===== src/sv/ddzs_div.sv =====
// Bit-serial restoring divider: one numerator bit per cycle over a 128-bit numerator.
// Quotient is clamped to a limit below 2^48; depends on nothing outside this file.
module ddzs_div (
  input  logic         clk,
  input  logic         rst,
  input  logic         start,
  input  logic [127:0] num,
  input  logic [63:0]  den,
  input  logic [47:0]  limit,
  output logic         done,
  output logic [47:0]  quo,
  output logic         over
);

  logic [127:0] shreg;
  logic [64:0]  rem;
  logic [48:0]  q;
  logic [47:0]  lim;
  logic [63:0]  d;
  logic [7:0]   cnt;
  logic         busy;
  logic         ov;
  logic [64:0]  rem_sh;
  logic [64:0]  rem_sub;
  logic         qb;
  logic [48:0]  q_next;

  // One restoring step on the shifted remainder.
  always_comb begin
    rem_sh  = {rem[63:0], shreg[127]};
    rem_sub = rem_sh - {1'b0, d};
    qb      = !rem_sub[64];
    q_next  = {q[47:0], qb};
  end

  // Step sequencer; the quotient stops growing once it passes the limit.
  always_ff @(posedge clk) begin
    if (rst) begin
      busy <= 1'b0;
      done <= 1'b0;
      cnt  <= '0;
    end else begin
      done <= 1'b0;
      if (start) begin
        busy  <= 1'b1;
        cnt   <= '0;
        shreg <= num;
        d     <= den;
        lim   <= limit;
        rem   <= '0;
        q     <= '0;
        ov    <= 1'b0;
      end else if (busy) begin
        shreg <= {shreg[126:0], 1'b0};
        rem   <= qb ? rem_sub : rem_sh;
        if (!ov) begin
          if (q_next > {1'b0, lim}) ov <= 1'b1;
          else q <= q_next;
        end
        cnt <= cnt + 8'd1;
        if (cnt == 8'd127) begin
          busy <= 1'b0;
          done <= 1'b1;
        end
      end
    end
  end

  assign quo  = ov ? lim : q[47:0];
  assign over = ov;

endmodule


===== config.mk =====
export PLATFORM = sky130hd
export DESIGN_NAME = ddzs_div
export DESIGN_NICKNAME = d
export VERILOG_FILES = /design/src/sv/ddzs_div.sv
export SDC_FILE = /design/constraint.sdc
export NUM_CORES = 1
export LEC_CHECK = 0
export ABC_AREA = 1
export ABC_CLOCK_PERIOD_IN_PS = 16149
export BUFFER_PORTS_ARGS = -buffer_cell sky130_fd_sc_hd__buf_2
export CAP_MARGIN = 20
export CORE_UTILIZATION = 58
export CTS_BUF_LIST = sky130_fd_sc_hd__clkbuf_8
export CTS_CLUSTER_DIAMETER = 40
export CTS_CLUSTER_SIZE = 40
export DETAILED_ROUTE_END_ITERATION = 10
export GPL_ROUTABILITY_DRIVEN = 0
export PLACE_DENSITY = 0.88
export SLEW_MARGIN = 25
export SYNTH_ARGS = -nofsm -noshare
export SYNTH_HDL_FRONTEND = slang
export SYNTH_SLANG_ARGS = --single-unit

===== constraint.sdc =====
create_clock -name clk -period 16.15 [get_ports clk]
set_input_delay 3.23 -clock clk [delete_from_list [all_inputs] [get_ports clk]]
set_output_delay 3.23 -clock clk [all_outputs]
set_load 0.005 [all_outputs]

==> impl_metrics.env <==
export IMPL_drv_slew=0
export IMPL_fin_crit_sh=0.343
export IMPL_fin_crit_ps=5550
export IMPL_synth_net_count=3294
export IMPL_ys_top_cells_by_area="edfxtp_1 (47%), nand2_1 (21%), inv_1 (9.0%)"
export IMPL_area_delta_synth_final_pct=13.9
export IMPL_ir_drop_uv=96.0
export IMPL_htree_levels=2
export IMPL_r2r_end="q[26]"
export IMPL_status="complete, no violations"
export IMPL_grt_max_degree=119
export IMPL_ys_seq_area_frac=0.484
export IMPL_holdPathStages=2
export IMPL_clkPwrFrac=0.321
export IMPL_max_clock_freq_ghz=0.180
export IMPL_reg2reg_slack_ps=11220
export IMPL_share_comb_of_total_power=0.238
export IMPL_switchingPower_uw=865
export IMPL_setup_tns_final_ps=0
export IMPL_power_density_nw_per_um2=102
export IMPL_grt_overflow_total=0
export IMPL_reg2reg_from="shreg[127]"
export IMPL_clk_latency_ps=690
export IMPL_wl_per_cell_um=14.9
export IMPL_port_buffers=292
export IMPL_finalSetupViolations=0
export IMPL_p_int_uw=1740
export IMPL_dpl_worst_slack_ps=9580
export IMPL_yosysWarnings=0
export IMPL_post_route_cells_drive_above_1_share=0.131
export IMPL_multiInputGateArea_um2=9170
export IMPL_post_synth_top_area_cell="edfxtp_1"
export IMPL_grt_pass1_vias=18300
export IMPL_die_area_um2=39300
export IMPL_die_h_um=198
export IMPL_finClkSkew_ps=47.0
export IMPL_hold_path_class="reg2reg"
export IMPL_setup_worst_path_class="reg2out"
export IMPL_clock_root_buffer="clkbuf_8"
export IMPL_yosysTopAreaCellShare=0.475
export IMPL_grt_util_all_layers=0.289
export IMPL_p_leak_uw=0.0133
export IMPL_seq_area_um2=10800
export IMPL_cts_made_buffers=50
export IMPL_synth_seq_cells=363
export IMPL_nFillCells=3075
export IMPL_io_pins=293
export IMPL_p_total_uw=2610
export IMPL_chipWidth_um=198
export IMPL_fin_nets=3582
export IMPL_drtIter0Drc=1964
export IMPL_grt_pass1_wl_um=88500
export IMPL_first_pass_iters=8
export IMPL_critPathCaptureType="output pin"
export IMPL_tightestPinTransition_ps=978
export IMPL_hpwl_um=41200
export IMPL_drtAntennaViolNets=0
export IMPL_hold_violations=0
export IMPL_tritoncts="done"
export IMPL_seqPwrFrac=0.441
export IMPL_synth_cells=2937
export IMPL_maxCapViolations=0
export IMPL_setup_ws_ps=10600
export IMPL_antenna_found_initial=10
export IMPL_vias_per_cell=5.15
export IMPL_hold_path_end="cnt[7]"
export IMPL_arrival_ps=2320
export IMPL_worstHoldStart="cnt[7]"
export IMPL_dr_total_vias=19500
export IMPL_worstRegToRegCells=23
export IMPL_path_clk_slew_ps=80
export IMPL_synth_area_per_cell_um2=7.60
export IMPL_fp_row_count=71
export IMPL_initial_core_util=0.591
export IMPL_rsz0062_at_grt="no"
export IMPL_slew_headroom=0.348
export IMPL_routed_wirelength_um=56300
export IMPL_postCtsSetupBuffers=0
export IMPL_cts_max_path_buffers=3
export IMPL_swShare=0.332
export IMPL_postCtsHoldBufs=0
export IMPL_critPathRequiredTime_ps=12920
export IMPL_drc=0
export IMPL_cts_sinks=363
export IMPL_setup_worst_path_start_class="flop"
export IMPL_syn_area_um2=22300
export IMPL_synthDistinctLibCells=34
export IMPL_coreArea_um2=37800
export IMPL_fin_util=0.674
export IMPL_postCtsResizedCells=0
export IMPL_crit_fanout=98
## power by group through the flow
stage | Sequential, uW | Combinational (uW) | Clock (uW)
finish | 1150 | 620 | 837
global route | 1160 | 696 | 887
CTS | 1150 | 606 | 851
detailed placement | 1170 | 600 | 0
global placement | 1170 | 585 | 0
floorplan | 1170 | 445 | 0
## stage by stage
step	std cells	area [um^2]	hold WS, ps
floorplan	2937	22300	444
global placement	3682	24200	454
detailed placement	3682	24200	474
CTS	3775	25400	485
global route	3780	25400	519
finish	3784	25400	481
## layer usage
layer,routed length (um),vias to the layer above,track usage,share of wire
met5,63,-,0,0.0011
met4,2550,10,0.134,0.045
li1,-,9676,-,-
met3,5520,197,0.0560,0.098
met1,22300,8673,0.368,0.40
met2,25900,931,0.474,0.46
## cells by family after synthesis
logic type	Yosys count	synth area share
adder cells (fa/ha/maj)	114	0.0642
AND/OR/NAND/NOR	1654	0.294
buffers and inverters	609	0.106
XOR/XNOR	31	0.0122
flip-flops	363	0.484
AO/OA/AOI/OAI	166	0.0394
## cells in the mapped netlist, drive strengths merged
cell    count
nand2    1231
a21oi      83
a21o        2
o211ai      1
nand3      68
or2         1
nor4        3
o21ai      68
and3        1
fa          1
o21bai     11
buf        19
nor3       23
nand4      23
a211oi      1
xor2       31
and2        2
clkbuf     45
nand3b     14
edfxtp    353
inv       543
clkinv      2
nor2      288
ha        113
dfxtp      10
## worst max-delay path: stages (launching register included)
cell,delay [ps]
edfxtp_1,330
buf_4,640
o21ai_0,370
buf_2,220
## layout by cell type (no fill, tap or decap), types with 14 or more instances in the layout
cell	count
edfxtp_1	353
nand2_1	1220
inv_1	536
xor2_1	31
nand3_1	66
clkbuf_8	50
nand4_1	23
ha_1	113
nand3b_1	14
nor3_1	22
buf_2	291
nor2_1	275
a21oi_1	82
o21ai_0	68
## state kept, by name (all words and copies together) (netlist names)
register,flops
shreg,128
d,64
rem,64
lim,48
q,48
cnt,8
busy,1
done,1
over,1
## worst max-delay path by stage
stage                     startpoint       to  slack (ps)  cells past startpoint
after CTS                      start    d[36]       10260                      4
after global placement         start    d[42]        9620                      4
final                           over  quo[14]       10600                      3
after global routing           start  rem[37]       10380                      5
after detailed placement       start    d[42]        9580                      4
after floorplan                start     busy        6920                      6
## layout make-up
class / count / area share
diodes: 7 / 0.000689
clock buffers: 50 / 0.0271
clock inverters: 43 / 0.0198
inverters: 545 / 0.0809
multi-input cells: 1965 / 0.360
flip-flops and latches: 363 / 0.425
well taps: 511 / 0.0251
repair buffers: 300 / 0.0615
Note: power is estimated with default switching activity, not from simulation.
