--- config.mk ---
export PLATFORM = sky130hd
export DESIGN_NAME = ddzs_mul
export DESIGN_NICKNAME = d
export VERILOG_FILES = /design/src/sv/ddzs_mul.sv
export SDC_FILE = /design/constraint.sdc
export NUM_CORES = 1
export LEC_CHECK = 0
export ABC_AREA = 1
export BUFFER_PORTS_ARGS = -buffer_cell sky130_fd_sc_hd__clkbuf_2
export CORE_MARGIN = 1.5
export CORE_UTILIZATION = 55
export DETAILED_ROUTE_END_ITERATION = 7
export PLACE_DENSITY = 0.86
export SLEW_MARGIN = 20
export SYNTH_ARGS = -nofsm -noshare
export SYNTH_HDL_FRONTEND = slang
export SYNTH_SLANG_ARGS = --single-unit
--- constraint.sdc ---
create_clock -name clk -period 8.1 [get_ports clk]
set_input_delay 0.405 -clock clk [delete_from_list [all_inputs] [get_ports clk]]
set_output_delay 0.405 -clock clk [all_outputs]
set_load 0.1 [all_outputs]
--- src/sv/ddzs_mul.sv ---
// Digit-serial unsigned multiplier: 48-bit magnitude times 48-bit magnitude, 4 bits per cycle.
// Produces a 96-bit magnitude product; depends on nothing outside this file.
module ddzs_mul (
  input  logic        clk,
  input  logic        rst,
  input  logic        start,
  input  logic [47:0] a,
  input  logic [47:0] b,
  output logic        done,
  output logic [95:0] prod
);

  logic [47:0] bs;
  logic [47:0] am;
  logic [3:0]  cnt;
  logic        busy;
  logic [51:0] part;

  // Multiply the multiplicand by the low four-bit digit of b.
  assign part = am * bs[3:0];

  always_ff @(posedge clk) begin
    if (rst) begin
      busy <= 1'b0;
      done <= 1'b0;
      cnt  <= '0;
    end else begin
      done <= 1'b0;
      if (start) begin
        busy <= 1'b1;
        cnt  <= '0;
        am   <= a;
        bs   <= b;
        prod <= '0;
      end else if (busy) begin
        prod <= {({4'd0, prod[95:48]} + part), prod[47:4]};
        bs   <= {4'd0, bs[47:4]};
        cnt  <= cnt + 4'd1;
        if (cnt == 4'd11) begin
          busy <= 1'b0;
          done <= 1'b1;
        end
      end
    end
  end

endmodule

==> impl_metrics.sql <==
INSERT INTO impl_metrics (metric_group, metric, value, unit) VALUES
('logic_synthesis', 'yosys.area.top_type', 'sky130_fd_sc_hd__edfxtp_1', ''),
('placed_design', 'hpwlAfterDp', '33.0', 'mm'),
('placed_design', 'portBuffers', '195', ''),
('critical_path', 'crit_path_cell_trace', 'buf_4 -> nand2_1 -> inv_1 -> fa_1 -> fa_1 -> inv_1 -> fa_1 -> inv_1 -> ha_1 -> nand2_1 -> nand2_1 -> nand2_1 -> nand2_1 -> inv_1 -> nand3_2 -> nand2_1 -> nand2_2 -> a21oi_1 -> nand2_1 -> nand2_1 -> nor2_1', ''),
('layout', 'utilization_after_layout', '63.0', '%'),
('critical_path', 'setup.worst_path.class', 'flip-flop to flip-flop', ''),
('logic_synthesis', 'synth_cell_type_count', '42', ''),
('global_routing', 'first_pass_grt_wire_length', '69.4', 'mm'),
('critical_path', 'length_in_cells_of_the_worst_reg_to_reg_path', '21', ''),
('drt', 'detail_route.vias_per_cell', '4.93', ''),
('sta', 'clock_period_minus_final_worst_setup_slack', '4610', 'ps'),
('floorplan', 'core_area', '0.0298', 'mm²'),
('power', 'reported_leakage_power', '10.9', 'nW'),
('status', 'run_status', 'finished, final reports clean', ''),
('power', 'power.density_cell_area', '384', 'mW/mm²'),
('critical_path', 'worstPathMaxFanout', '48', ''),
('drt', 'dr_wl_met3', '3.02', 'mm'),
('critical_path', 'timing.rr.start', 'bs[3]', ''),
('global_routing', 'largest_net_degree_at_the_start_of_global_routing', '101', ''),
('cts', 'cts-buffers-inserted', '17', ''),
('sta', 'finalHoldViolations', '0', ''),
('logic_synthesis', 'syn_area_per_cell', '7.60', 'µm²'),
('critical_path', 'r2r_end', 'prod[79]', ''),
('cts', 'cts_tree', 'yes', ''),
('logic_synthesis', 'ys_top_cells_by_area', 'sky130_fd_sc_hd__edfxtp_1 34%, sky130_fd_sc_hd__fa_1 17%, sky130_fd_sc_hd__nand2_1 16%', ''),
('hold_path', 'worst_hold_path.endpoint', 'am[4]', ''),
('critical_path', 'crit_top_cell', 'sky130_fd_sc_hd__nand2_1', ''),
('layout', 'layout.nets', '2688', ''),
('logic_synthesis', 'post-synth-top-area-fraction', '34.4', '%'),
('critical_path', 'critical-path-max-stage-delay', '550', 'ps'),
('layout', 'diodes', '0', ''),
('floorplan', 'fp.dieH', '178', 'µm'),
('drt', 'routedLengthMet1', '18.0', 'mm'),
('sta', 'clock-skew-final', '20.7', 'ps'),
('critical_path', 'worst-endpoint-arrival', '4830', 'ps'),
('drt', 'route.detailed.wl_per_inst', '15.2', 'µm'),
('layout', 'areaGrowthSynthToFinish', '11.9', '%'),
('cts', 'worstSkewPairLatency', '460', 'ps'),
('floorplan', 'floorplan.initialDensity', '56.3', '%'),
('cts', 'cts.sink_count', '198', ''),
('cts', 'clk_transition_reported_paths', '80', 'ps'),
('logic_synthesis', 'synth-seq-area-share', '35.1', '%'),
('cts', 'h-tree-depth', '4', ''),
('floorplan', 'die-area', '0.0316', 'mm²'),
('cts', 'cts.repair_timing.setup_buffer_count', '0', ''),
('cts', 'ctsRootBufferMaster', 'sky130_fd_sc_hd__clkbuf_16', ''),
('sta', 'worst_slew_margin_rel', '32.9', '%'),
('cts', 'clock_tree.buffer_depth', '2', ''),
('global_routing', 'globalRouteTotalUtil', '28.3', '%'),
('sta', 'max_slew.worst_pin.slew', '1010', 'ps'),
('critical_path', 'timing.reg2reg.setup_slack', '3490', 'ps'),
('drt', 'dr.first_iter.drc_count', '981', ''),
('cts', 'cts_resized', '0', ''),
('drt', 'detailroute.via_count', '13752', ''),
('layout', 'drive_above_1_share', '13.4', '%'),
('critical_path', 'end_kind', 'flip-flop', ''),
('critical_path', 'timing.critical_path.required', '8310', 'ps'),
('power', 'ir_worst_vdd', '0.224', 'mV'),
('drt', 'total_detailed_routing_wirelength', '42.5', 'mm'),
('global_routing', 'grt_overflow', '0', ''),
('logic_synthesis', 'netlist_area', '0.0168', 'mm²'),
('logic_synthesis', 'synthesis.instances', '2207', ''),
('drt', 'number_of_iterations_in_the_first_detailed_routing_pass', '6', ''),
('cts', 'hold_buffers', '0', ''),
('sta', 'finalSetupViolCount', '0', ''),
('sta', 'achievable-frequency', '217', 'MHz'),
('logic_synthesis', 'synth_seq_cells', '198', ''),
('logic_synthesis', 'synth.net_count', '2506', ''),
('sta', 'period_share', '56.9', '%'),
('sta', 'setup-tns-final', '0', 'ps'),
('logic_synthesis', 'count_of_synthesis_stage_warnings_from_yosys', '0', '');
-- stage by stage --
step           power (mW)  cell area (µm²)  setup slack, ps  hold slack, ps  instances
2_1_floorplan        5.12            16800             2940             467       2207
3_3_place_gp         6.22            18200             3640             480       2760
3_5_place_dp         6.28            18200             3550             499       2760
4_1_cts              7.21            18800             3550             104       2792
5_1_grt              7.83            18800             3180            97.3       2792
6_report             7.22            18800             3490             112       2792
-- worst max-delay path, delay by kind of cell, from the launching register on --
family	cells	cell delay, ps
adder cells (fa/ha/maj)	4	1830
AND/OR/NAND/NOR	11	1040
buffers and inverters	5	750
AO/OA/AOI/OAI	1	350
flip-flops	1	340
-- worst max-delay path by stage --
stage,slack (ps),endpoint
after floorplan,2940,bs[0]
after global placement,3640,prod[85]
after detailed placement,3550,prod[79]
after CTS,3550,prod[79]
after global routing,3180,prod[79]
final,3490,prod[79]
-- Yosys cell counts, drive strengths merged --
cell,instances
buf,6
and2,4
a21oi,71
a21boi,1
a21o,1
o21bai,9
nand2,733
o22ai,1
nand3,44
edfxtp,192
clkinv,1
dfxtp,6
nand4,2
nor2,191
inv,661
fa,139
nor4,1
nor3b,1
nor3,15
nand3b,1
or2,2
o21a,4
ha,61
and3,2
o21ai,22
a211oi,1
clkbuf,35
-- flip-flops by register name (all words and copies together) (netlist names) --
signal and cells:
bs 48, done 1, am 48, cnt 4, prod 96, busy 1
-- final cells by class --
class	instances	area [µm²]
inverter	662	2480
clock inverter	14	184
multi-input combinational	1306	8260
timing repair buffer	204	1050
tap	390	488
clock buffer	18	429
sequential	198	5890
fill	2567	11000
-- cell usage in the layout (no fill, tap or decap), types with 24 or more instances in the layout --
master and instances:
sky130_fd_sc_hd__clkbuf_2 194, sky130_fd_sc_hd__nor2_2 24, sky130_fd_sc_hd__nand3_1 34, sky130_fd_sc_hd__a21oi_1 70, sky130_fd_sc_hd__fa_1 139, sky130_fd_sc_hd__inv_1 650, sky130_fd_sc_hd__nand2_1 707, sky130_fd_sc_hd__edfxtp_1 192
sky130_fd_sc_hd__nand2_2 25, sky130_fd_sc_hd__nor2_1 159, sky130_fd_sc_hd__ha_1 61
-- per-layer routing --
| metal | up-vias | GRT usage [%] |
|---|---|---|
| met2 | 471 | 49.2 |
| li1 | 6753 | - |
| met5 | - | 0 |
| met3 | 55 | 5.12 |
| met1 | 6473 | 36.2 |
| met4 | 0 | 7.81 |
-- cell families after synthesis --
logic type / count (synthesis) / synth area share [%]
DFF: 198 / 35.1
and+or+nand+nor: 996 / 24.4
buffers and inverters: 703 / 15.8
AOI/OAI and AO/OA: 110 / 3.59
adders and majority gates: 200 / 21.1
-- power by group --
part | leakage (nW) | switching, mW | internal, mW
sequential | 1.91 | 0.113 | 1.36
clock | 0.295 | 0.459 | 0.446
combinational | 8.74 | 3.54 | 1.30
total | 10.9 | 4.11 | 3.11
No activity file was read; power rests on OpenSTA's default activity.
